<file path="src/rtl/tfd_pkg.sv">
// ----------------------------------------------------------------------------
// tfd_pkg: shared types and constants of the touch frame decoder
// Frame geometry, register indexes, event codes and the event/job records
// passed from the byte decoder to the event emitter.
// ----------------------------------------------------------------------------
package tfd_pkg;

  localparam int POINT_COUNT = 5;
  localparam int FRAME_BYTES = 4 + 4 * POINT_COUNT;
  localparam int IDX_W       = $clog2(FRAME_BYTES);
  localparam int CNT_W       = $clog2(POINT_COUNT + 1);
  localparam int SLOT_W      = 3;
  localparam int COORD_W     = 12;
  localparam int JOB_CNT_W   = $clog2(POINT_COUNT + 3);

  localparam int CFG_IDX_W   = 3;
  localparam int CFG_DATA_W  = COORD_W;

  localparam logic [CFG_IDX_W-1:0] REG_SWAP_AXES = 3'd0;
  localparam logic [CFG_IDX_W-1:0] REG_MIRROR_X  = 3'd1;
  localparam logic [CFG_IDX_W-1:0] REG_MIRROR_Y  = 3'd2;
  localparam logic [CFG_IDX_W-1:0] REG_X_LIMIT   = 3'd3;
  localparam logic [CFG_IDX_W-1:0] REG_Y_LIMIT   = 3'd4;

  localparam logic [COORD_W-1:0] X_LIMIT_RESET = 12'd800;
  localparam logic [COORD_W-1:0] Y_LIMIT_RESET = 12'd500;

  localparam logic KIND_PRESS   = 1'b0;
  localparam logic KIND_RELEASE = 1'b1;

  typedef struct packed {
    logic               swap_axes;
    logic               mirror_x;
    logic               mirror_y;
    logic [COORD_W-1:0] x_limit;
    logic [COORD_W-1:0] y_limit;
  } cfg_t;

  typedef struct packed {
    logic               kind;
    logic [SLOT_W-1:0]  slot;
    logic [COORD_W-1:0] x;
    logic [COORD_W-1:0] y;
  } event_t;

  // Events caused by one byte, in delivery order: held press, new press,
  // then releases in ascending slot order.
  typedef struct packed {
    logic                   held_valid;
    event_t                 held_ev;
    logic                   new_valid;
    event_t                 new_ev;
    logic [POINT_COUNT-1:0] release_mask;
    logic                   frame_end;
  } job_t;

endpackage

</file>
<file path="src/rtl/tfd_decoder.sv">
// ----------------------------------------------------------------------------
// tfd_decoder: frame byte parser
// Tracks the byte position in a frame, assembles points, applies swap and
// mirror, and turns each accepted byte into a job of pending events.
// ----------------------------------------------------------------------------
module tfd_decoder (
  input  logic          clk,
  input  logic          rst,
  input  tfd_pkg::cfg_t cfg,
  input  logic          in_accept,
  input  logic [7:0]    in_byte,
  input  logic          in_start,
  output tfd_pkg::job_t job
);
  import tfd_pkg::*;

  logic                   in_frame, in_frame_next;
  logic [IDX_W-1:0]       byte_index, byte_index_next;
  logic [CNT_W-1:0]       touch_count, touch_count_next;
  logic [7:0]             x_low_hold;
  logic [3:0]             x_high_hold;
  logic [7:0]             y_low_hold;
  logic [POINT_COUNT-1:0] prev_pressed, prev_pressed_next;
  logic [POINT_COUNT-1:0] cur_pressed, cur_pressed_next;
  logic                   pending_press, pending_press_next;
  event_t                 held, held_next;

  logic                   last_byte;
  logic [IDX_W-1:0]       idx_rel;
  logic [CNT_W-1:0]       pt;
  logic [3:0]             nib;
  logic                   point_ok;
  logic [COORD_W-1:0]     raw_x, raw_y, cx, cy;
  event_t                 new_ev;

  function automatic logic [COORD_W-1:0] reflect(input logic [COORD_W-1:0] limit,
                                                 input logic [COORD_W-1:0] v);
    reflect = (v > limit) ? '0 : limit - v;
  endfunction

  always_comb begin
    last_byte = (byte_index == IDX_W'(FRAME_BYTES - 1));
    idx_rel   = byte_index - IDX_W'(4);
    pt        = CNT_W'(idx_rel >> 2);
    nib       = in_byte[7:4];
    raw_x     = {x_high_hold, x_low_hold};
    raw_y     = {in_byte[3:0], y_low_hold};
    cx        = cfg.swap_axes ? raw_y : raw_x;
    cy        = cfg.swap_axes ? raw_x : raw_y;
    if (cfg.mirror_x) cx = reflect(cfg.x_limit, cx);
    if (cfg.mirror_y) cy = reflect(cfg.y_limit, cy);
    new_ev.kind = KIND_PRESS;
    new_ev.slot = SLOT_W'(nib - 4'd1);
    new_ev.x    = cx;
    new_ev.y    = cy;
    point_ok    = in_frame && !in_start && (byte_index >= IDX_W'(4))
                  && (byte_index[1:0] == 2'd3) && (pt < touch_count)
                  && (nib >= 4'd1) && (nib <= 4'(POINT_COUNT));
  end

  always_comb begin
    in_frame_next      = in_frame;
    byte_index_next    = byte_index;
    touch_count_next   = touch_count;
    prev_pressed_next  = prev_pressed;
    cur_pressed_next   = cur_pressed;
    pending_press_next = pending_press;
    held_next          = held;
    job                = '0;
    job.held_ev        = held;
    job.new_ev         = new_ev;

    if (in_start) begin
      in_frame_next      = 1'b1;
      touch_count_next   = (in_byte > 8'(POINT_COUNT)) ? CNT_W'(POINT_COUNT)
                                                       : CNT_W'(in_byte);
      cur_pressed_next   = '0;
      pending_press_next = 1'b0;
      byte_index_next    = IDX_W'(1);
    end else if (in_frame) begin
      if (point_ok) begin
        cur_pressed_next = cur_pressed | (POINT_COUNT'(1) << new_ev.slot);
        if (last_byte) begin
          job.new_valid = 1'b1;
        end else begin
          pending_press_next = 1'b1;
          held_next          = new_ev;
        end
      end
      job.held_valid = pending_press && (point_ok || last_byte);
      if (last_byte) begin
        pending_press_next = 1'b0;
        job.release_mask   = prev_pressed & ~cur_pressed_next;
        job.frame_end      = 1'b1;
        prev_pressed_next  = cur_pressed_next;
        in_frame_next      = 1'b0;
        byte_index_next    = '0;
      end else begin
        byte_index_next = byte_index + IDX_W'(1);
      end
    end
  end

  always_ff @(posedge clk) begin
    if (rst) begin
      in_frame      <= 1'b0;
      byte_index    <= '0;
      touch_count   <= '0;
      prev_pressed  <= '0;
      cur_pressed   <= '0;
      pending_press <= 1'b0;
    end else if (in_accept) begin
      in_frame      <= in_frame_next;
      byte_index    <= byte_index_next;
      touch_count   <= touch_count_next;
      prev_pressed  <= prev_pressed_next;
      cur_pressed   <= cur_pressed_next;
      pending_press <= pending_press_next;
    end
  end

  // Point bytes and the held press are payload: always written before use.
  always_ff @(posedge clk) begin
    if (in_accept && in_frame && !in_start && (byte_index >= IDX_W'(4))) begin
      case (byte_index[1:0])
        2'd0:    x_low_hold  <= in_byte;
        2'd1:    x_high_hold <= in_byte[3:0];
        2'd2:    y_low_hold  <= in_byte;
        default: ;
      endcase
    end
    if (in_accept) held <= held_next;
  end

endmodule

</file>
<file path="src/rtl/tfd_emitter.sv">
// ----------------------------------------------------------------------------
// tfd_emitter: event drain and output register
// Holds the job of the last accepted byte and moves its events, one per
// beat, into the output register; marks the final event of a frame.
// ----------------------------------------------------------------------------
module tfd_emitter (
  input  logic                   clk,
  input  logic                   rst,
  input  logic                   in_accept,
  input  tfd_pkg::job_t          job_in,
  output logic                   job_free,
  output logic                   out_valid,
  input  logic                   out_ready,
  output tfd_pkg::event_t        out_ev,
  output logic                   out_last
);
  import tfd_pkg::*;

  job_t                 job;
  logic [JOB_CNT_W-1:0] job_count;
  logic                 load, pop;
  logic [SLOT_W-1:0]    rel_slot;
  event_t               pick;

  always_comb begin
    job_count = JOB_CNT_W'(job.held_valid) + JOB_CNT_W'(job.new_valid);
    for (int s = 0; s < POINT_COUNT; s++) begin
      job_count = job_count + JOB_CNT_W'(job.release_mask[s]);
    end
    rel_slot = '0;
    for (int s = POINT_COUNT - 1; s >= 0; s--) begin
      if (job.release_mask[s]) rel_slot = SLOT_W'(s);
    end
    if (job.held_valid) begin
      pick = job.held_ev;
    end else if (job.new_valid) begin
      pick = job.new_ev;
    end else begin
      pick.kind = KIND_RELEASE;
      pick.slot = rel_slot;
      pick.x    = '0;
      pick.y    = '0;
    end
    load     = !out_valid || out_ready;
    pop      = (job_count != '0) && load;
    job_free = (job_count == '0) || ((job_count == JOB_CNT_W'(1)) && pop);
  end

  always_ff @(posedge clk) begin
    if (rst) begin
      job       <= '0;
      out_valid <= 1'b0;
    end else begin
      if (in_accept) begin
        job <= job_in;
      end else if (pop) begin
        if (job.held_valid)     job.held_valid <= 1'b0;
        else if (job.new_valid) job.new_valid  <= 1'b0;
        else                    job.release_mask[rel_slot] <= 1'b0;
      end
      if (load) out_valid <= pop;
    end
  end

  always_ff @(posedge clk) begin
    if (pop) begin
      out_ev   <= pick;
      out_last <= job.frame_end && (job_count == JOB_CNT_W'(1));
    end
  end

  a_job_bound: assert property (@(posedge clk) disable iff (rst)
    job_count <= JOB_CNT_W'(POINT_COUNT + 1))
    else $error("job holds more events than a frame end can cause");

  a_last_marks: assert property (@(posedge clk) disable iff (rst)
    (pop && job.frame_end && (job_count == JOB_CNT_W'(1))) |=> (out_valid && out_last))
    else $error("final event of a frame lost its sync mark");

  a_release_zero: assert property (@(posedge clk) disable iff (rst)
    (out_valid && (out_ev.kind == KIND_RELEASE)) |-> (out_ev.x == '0 && out_ev.y == '0))
    else $error("release event carries a position");

  a_no_overwrite: assert property (@(posedge clk) disable iff (rst)
    in_accept |-> job_free)
    else $error("new job overwrote undelivered events");

endmodule

</file>
<file path="src/rtl/touch_frame_decoder_unit.sv">
// ----------------------------------------------------------------------------
// touch_frame_decoder_unit: touch report to finger event converter
// Parses controller report bytes and emits press and release events.
//
// Usage: report bytes enter on the s_ stream, one byte per beat, with
// s_tuser high on the touch count byte that opens a frame. Events leave on
// the m_ stream: m_tuser is the event kind (0 press, 1 release), m_tlast
// marks the final event of a frame, after which a sync is due.
// Configuration (swap, mirror, limits) is written on cfg_we/cfg_index/cfg_data
// while the block is idle.
// An event caused by a byte passes through the emitter's job register and
// then its output register. Throughput: one byte per cycle while s_tready
// is high; a byte causes at most one event, except the final byte of a
// frame, which may cause up to six (a held press, its own press and
// releases). The emitter holds s_tready low while an earlier byte's events
// beyond the one in flight remain, so such a byte holds off the next byte.
// Stall: while m_tready is low the output beat holds, the event queue holds,
// and s_tready drops once the queued events for the current byte cannot
// move. Reset clears the frame state, all slots read as released, the
// registers return to their reset values and no event is pending.
// ----------------------------------------------------------------------------
module touch_frame_decoder_unit (
  input  logic                           clk,
  input  logic                           rst,
  // configuration write port
  input  logic                           cfg_we,
  input  logic [tfd_pkg::CFG_IDX_W-1:0]  cfg_index,
  input  logic [tfd_pkg::CFG_DATA_W-1:0] cfg_data,
  // report byte stream
  input  logic                           s_tvalid,
  output logic                           s_tready,
  input  logic [7:0]                     s_tdata,  // [7:0] frame_byte
  input  logic                           s_tuser,  // [0] frame_start
  // event stream
  output logic                           m_tvalid,
  input  logic                           m_tready,
  output logic [31:0]                    m_tdata,  // [2:0] slot, [14:3] x_pos,
                                                   // [26:15] y_pos, [31:27] zero
  output logic                           m_tuser,  // [0] event_kind
  output logic                           m_tlast   // frame_last
);
  import tfd_pkg::*;

  cfg_t   cfg;
  job_t   job;
  event_t ev;
  logic   in_accept;

  // Hold the configuration registers; unknown indexes are dropped.
  always_ff @(posedge clk) begin
    if (rst) begin
      cfg.swap_axes <= 1'b0;
      cfg.mirror_x  <= 1'b0;
      cfg.mirror_y  <= 1'b0;
      cfg.x_limit   <= X_LIMIT_RESET;
      cfg.y_limit   <= Y_LIMIT_RESET;
    end else if (cfg_we) begin
      case (cfg_index)
        REG_SWAP_AXES: cfg.swap_axes <= cfg_data[0];
        REG_MIRROR_X:  cfg.mirror_x  <= cfg_data[0];
        REG_MIRROR_Y:  cfg.mirror_y  <= cfg_data[0];
        REG_X_LIMIT:   cfg.x_limit   <= cfg_data;
        REG_Y_LIMIT:   cfg.y_limit   <= cfg_data;
        default:       ;
      endcase
    end
  end

  // A byte is taken only when the emitter can take its whole job.
  assign in_accept = s_tvalid && s_tready;

  tfd_decoder u_decoder (
    .clk       (clk),
    .rst       (rst),
    .cfg       (cfg),
    .in_accept (in_accept),
    .in_byte   (s_tdata),
    .in_start  (s_tuser),
    .job       (job)
  );

  tfd_emitter u_emitter (
    .clk       (clk),
    .rst       (rst),
    .in_accept (in_accept),
    .job_in    (job),
    .job_free  (s_tready),
    .out_valid (m_tvalid),
    .out_ready (m_tready),
    .out_ev    (ev),
    .out_last  (m_tlast)
  );

  // Pack the event fields, lowest first, zero filled to whole bytes.
  assign m_tdata = {5'd0, ev.y, ev.x, ev.slot};
  assign m_tuser = ev.kind;

endmodule

</file>
<file path="config.mk">
export PLATFORM = sky130hd
export DESIGN_NAME = touch_frame_decoder_unit
export DESIGN_NICKNAME = d
export VERILOG_FILES = /design/src/rtl/tfd_pkg.sv /design/src/rtl/tfd_decoder.sv /design/src/rtl/tfd_emitter.sv /design/src/rtl/touch_frame_decoder_unit.sv
export SDC_FILE = /design/constraint.sdc
export NUM_CORES = 1
export LEC_CHECK = 0
export ABC_AREA = 1
export CAP_MARGIN = 25
export CORE_MARGIN = 2
export CORE_UTILIZATION = 55
export CTS_BUF_LIST = sky130_fd_sc_hd__clkbuf_8
export DETAILED_ROUTE_END_ITERATION = 8
export DONT_BUFFER_PORTS = 1
export PLACE_DENSITY = 0.7
export SYNTH_ARGS = -nofsm -noshare
export SYNTH_HDL_FRONTEND = slang
export SYNTH_HIERARCHICAL = 1
export SYNTH_SLANG_ARGS = --single-unit
</file>
<file path="constraint.sdc">
create_clock -name clk -period 6.14 [get_ports clk]
set_input_delay 1.228 -clock clk [delete_from_list [all_inputs] [get_ports clk]]
set_output_delay 1.228 -clock clk [all_outputs]
set_load 0.02 [all_outputs]
</file>
==> impl_results.rst <==
.. list-table::
   :header-rows: 1

   * - Metric
     - Value
   * - Combinational share of power
     - 0.180
   * - Post-route clock period utilization
     - 0.723
   * - Highest routed layer
     - met4
   * - Critical Path Fanout Max
     - 4
   * - Initial core utilization
     - 0.560
   * - Maximum VDD drop
     - 0.175 mV
   * - Average wire per cell in the routed design
     - 14.4 microns
   * - Total die area
     - 18600 sq um
   * - Power share of the sequential group
     - 0.558
   * - CTS resizes
     - 0
   * - Clock root cell
     - clkbuf_8
   * - Delay-heaviest family, CP
     - adder cells
   * - Post-synthesis sequential element count
     - 188
   * - Setup Total Neg Slack
     - 0 ns
   * - Amount of wire on met2 after detailed routing
     - 9300 microns
   * - Clock sinks
     - 188
   * - Overall power after layout
     - 3.12 mW
   * - CP arrival
     - 3.21 ns
   * - Slew headroom
     - 0.411
   * - Half-perimeter wire length after detailed placement
     - 14700 microns
   * - Post-synthesis async set-or-reset flop share
     - 0
   * - CP Buf/Inv Count
     - 3
   * - Cts hold-fix bufs
     - 0
   * - Post-synth design cell area
     - 9610 sq um
   * - Number of rows in the core area
     - 48
   * - Critical path type
     - register to output port
   * - Aggregate global routing overflow
     - 0
   * - Count of maximum capacitance violations
     - 0
   * - Final Setup Violations
     - 0
   * - Number of violations reported at the end of detailed-routing iteration 0
     - 602
   * - Die Ht
     - 136 microns
   * - Input/output buffers
     - 0
   * - Via count
     - 7573
   * - Yosys synthesis warning count
     - 6
   * - Antenna violations before repair
     - 0
   * - Clock slew seen by the registers of the worst setup and hold paths
     - 0.10 ns
   * - First-pass GRT wire length
     - 34200 microns
   * - Sum of routed wire length over all layers
     - 20700 microns
   * - Routed Antenna Nets
     - 0
   * - Final-report hold violation count
     - 0
   * - WL met3
     - 955 microns
   * - Post-Route M1 WL
     - 10000 microns
   * - Required @ worst endpoint
     - 4.91 ns
   * - Number of detailed-routing iterations run before antenna repair
     - 5
   * - Power spent charging and discharging nets
     - 1.06 mW
   * - Number of diodes added for antenna fixing
     - 0
   * - Unrepaired setup endpoints after global routing
     - no
   * - Max Clock Skew
     - 0.00892 ns
   * - Setup fix buffers added after clock tree synthesis
     - 0
   * - Area growth, synth to finish
     - 5.11%
   * - Slew Viols, Final
     - 0
   * - Internal power component
     - 2.06 mW
   * - Horizontal extent of the die
     - 136 microns
   * - Fmax
     - 225 MHz
   * - Gp weighted congestion
     - 0.891
   * - Leak Pwr
     - 4.54 nW
   * - Clock period minus worst slack
     - 4.44 ns
   * - Result of the run
     - finished, final reports clean
   * - Cell breakdown of the critical path
     - inv_1 -> fa_1 -> fa_1 -> inv_1 -> fa_1 -> fa_1 -> nor2_1 -> o21ai_0 -> inv_1
   * - Number of buffers added by the clock tree synthesis step
     - 17
   * - Most used flip-flop cell after synthesis
     - dfxtp_1
   * - Via count of the first global-routing pass
     - 6911
   * - Gate count after technology mapping
     - 1216
   * - Transition time at the pin with the least slew margin
     - 0.883 ns
   * - Layout Nets
     - 1274
   * - Unique masters post-synth
     - 40
   * - Mean number of vias per cell
     - 5.27
   * - Top cell by count, worst path
     - fa_1
   * - Overall routing resource usage
     - 0.236
   * - I/O pins
     - 65
   * - Proportion of total power due to net switching
     - 0.340
   * - Slowest CP cell
     - fa_1
   * - Startpoint class of the critical path
     - register
   * - Portion of the post-synthesis area used by sequential elements
     - 0.471
   * - Critical Path Sink Type
     - output port
   * - Largest net degree at the start of global routing
     - 70
   * - Number of H-tree levels
     - 4
   * - CP peak stage delay
     - 0.49 ns
   * - TritonCTS clock tree
     - built
   * - Post-synth EDFFs
     - 76
   * - Insertion delay of the later-clocked pin in the worst-skew pair
     - 0.46 ns
   * - Avg Cell Area, Syn
     - 7.91 sq um
   * - HP Class
     - register to register
   * - Worst-case clock buffer depth
     - 2
   * - Placeable Area
     - 17200 sq um
   * - Clock group share of total power
     - 0.262
   * - Total DRC errors in the routed layout
     - 0
   * - Cell area power density
     - 308 nW/um^2
   * - Fraction of final layout cells with drive strength greater than 1
     - 0.0635
## synthesized netlist by cell type (all sizes together), types with 6 or more instances
cell,instances,area share
nand4,12,0.0078
edfxtp,76,0.24
buf,36,0.025
nand3b,6,0.0047
dfxtp,112,0.23
nand2,256,0.10
nand3,77,0.043
nor2,222,0.090
or2,10,0.0065
a22o,24,0.022
inv,151,0.059
o22ai,11,0.0072
a21oi,46,0.024
clkbuf,9,0.0035
xnor2,6,0.0055
fa,6,0.012
o21ai,94,0.049
ha,39,0.051
## final cells by class
cell class	count	area (sq um)
fillers	1645	7070
repair buffers	5	57.6
clock buffers	18	248
inverters	155	589
multi-input cells	833	4250
flip-flops and latches	188	4520
clock inverters	14	155
well taps	225	282
## logic make-up (layout without fill, tap and decap cells)
family          count (synthesis)  after routing  share of synthesized area
xor+xnor                        9              9                    0.00820
fa+ha+maj                      45             45                     0.0632
compound gates                185            185                      0.110
other cells                     2              7                   0.000781
flops                         188            188                      0.471
buf+inv                       200            192                     0.0898
simple gates                  587            587                      0.258
## through the flow
stage          setup slack (ns)  cell area [sq um]  utilization  hold WS [ns]  std cells
4_1_cts                    1.66              10100        0.587         0.477       1437
3_3_place_gp               1.84               9680        0.563         0.447       1405
2_1_floorplan             0.655               9630            -         0.428       1221
3_5_place_dp               1.78               9680        0.563         0.452       1405
5_1_grt                    1.45              10100        0.588         0.493       1438
6_report                   1.70              10100        0.588         0.476       1438
## power groups by stage
stage | Clock, mW | Sequential (mW) | Combinational, mW
after floorplan | 0 | 1.75 | 0.434
after global placement | 0 | 1.77 | 0.514
after detailed placement | 0 | 1.78 | 0.524
after CTS | 0.838 | 1.75 | 0.526
after global routing | 0.888 | 1.77 | 0.643
final | 0.817 | 1.74 | 0.561
## routing by layer
layer | vias to the layer above | track usage
met5 | - | 0
met2 | 187 | 0.354
li1 | 3897 | -
met4 | 0 | 0.0729
met3 | 28 | 0.0459
met1 | 3461 | 0.344
## cells in the final DEF, fill, tap and decap left out, types with 3 or more instances in the layout
master    instances
inv_1           143
or2_2            10
clkbuf_8         18
o21ai_1           6
xor2_1            3
dfxtp_1         112
a21oi_1          46
ha_1             39
inv_2             6
o22ai_1          11
clkinv_2          3
inv_4             3
a22o_1           24
o21bai_1          5
nor2_2            4
buf_4             4
clkinv_4          4
nand3_1          72
nor2_1          215
nand2_2           5
nand4_1          12
conb_1            7
o21ai_0          88
nand3_2           4
inv_8             4
nand3b_1          6
xnor2_1           6
fa_1              6
nor2_4            3
nand2_1         249
edfxtp_1         76
## state kept, by name (all words and copies together) (netlist names), 3 cells and up
register,count
u_decoder/job,27
u_decoder/x_high_hold,4
u_decoder/byte_index,5
u_decoder/prev_pressed,5
u_emitter/job,64
u_decoder/cur_pressed,5
u_decoder/x_low_hold,8
u_decoder/y_low_hold,8
u_emitter/out_ev,28
cfg,27
u_decoder/touch_count,3
## final timing paths
check,start,cells past startpoint,slack (ns),endpoint
setup / recovery,u_emitter/job[1]$_SDFFE_PP0P_,9,1.70,s_tready
hold reg to reg,u_decoder/touch_count[1]$_SDFFE_PP0P_,2,0.48,u_decoder/touch_count[1]$_SDFFE_PP0P_
setup reg to reg,u_emitter/job[1]$_SDFFE_PP0P_,17,1.82,u_emitter/job[3]$_SDFFE_PP0P_
hold / removal,u_decoder/touch_count[1]$_SDFFE_PP0P_,2,0.48,u_decoder/touch_count[1]$_SDFFE_PP0P_
## worst register-to-register path: stages (launching register included)
cell     delay (ns)
dfxtp_1        0.39
inv_1          0.10
fa_1           0.49
fa_1           0.48
inv_1          0.05
fa_1           0.37
fa_1           0.43
nor2_1         0.15
o21ai_0        0.10
inv_1          0.19
nand2_1        0.07
inv_1          0.07
buf_4          0.50
inv_4          0.45
nor2_1         0.19
nor2_1         0.05
o21ai_1        0.07
a21oi_1        0.05
Power figures use the tool's default switching activity.
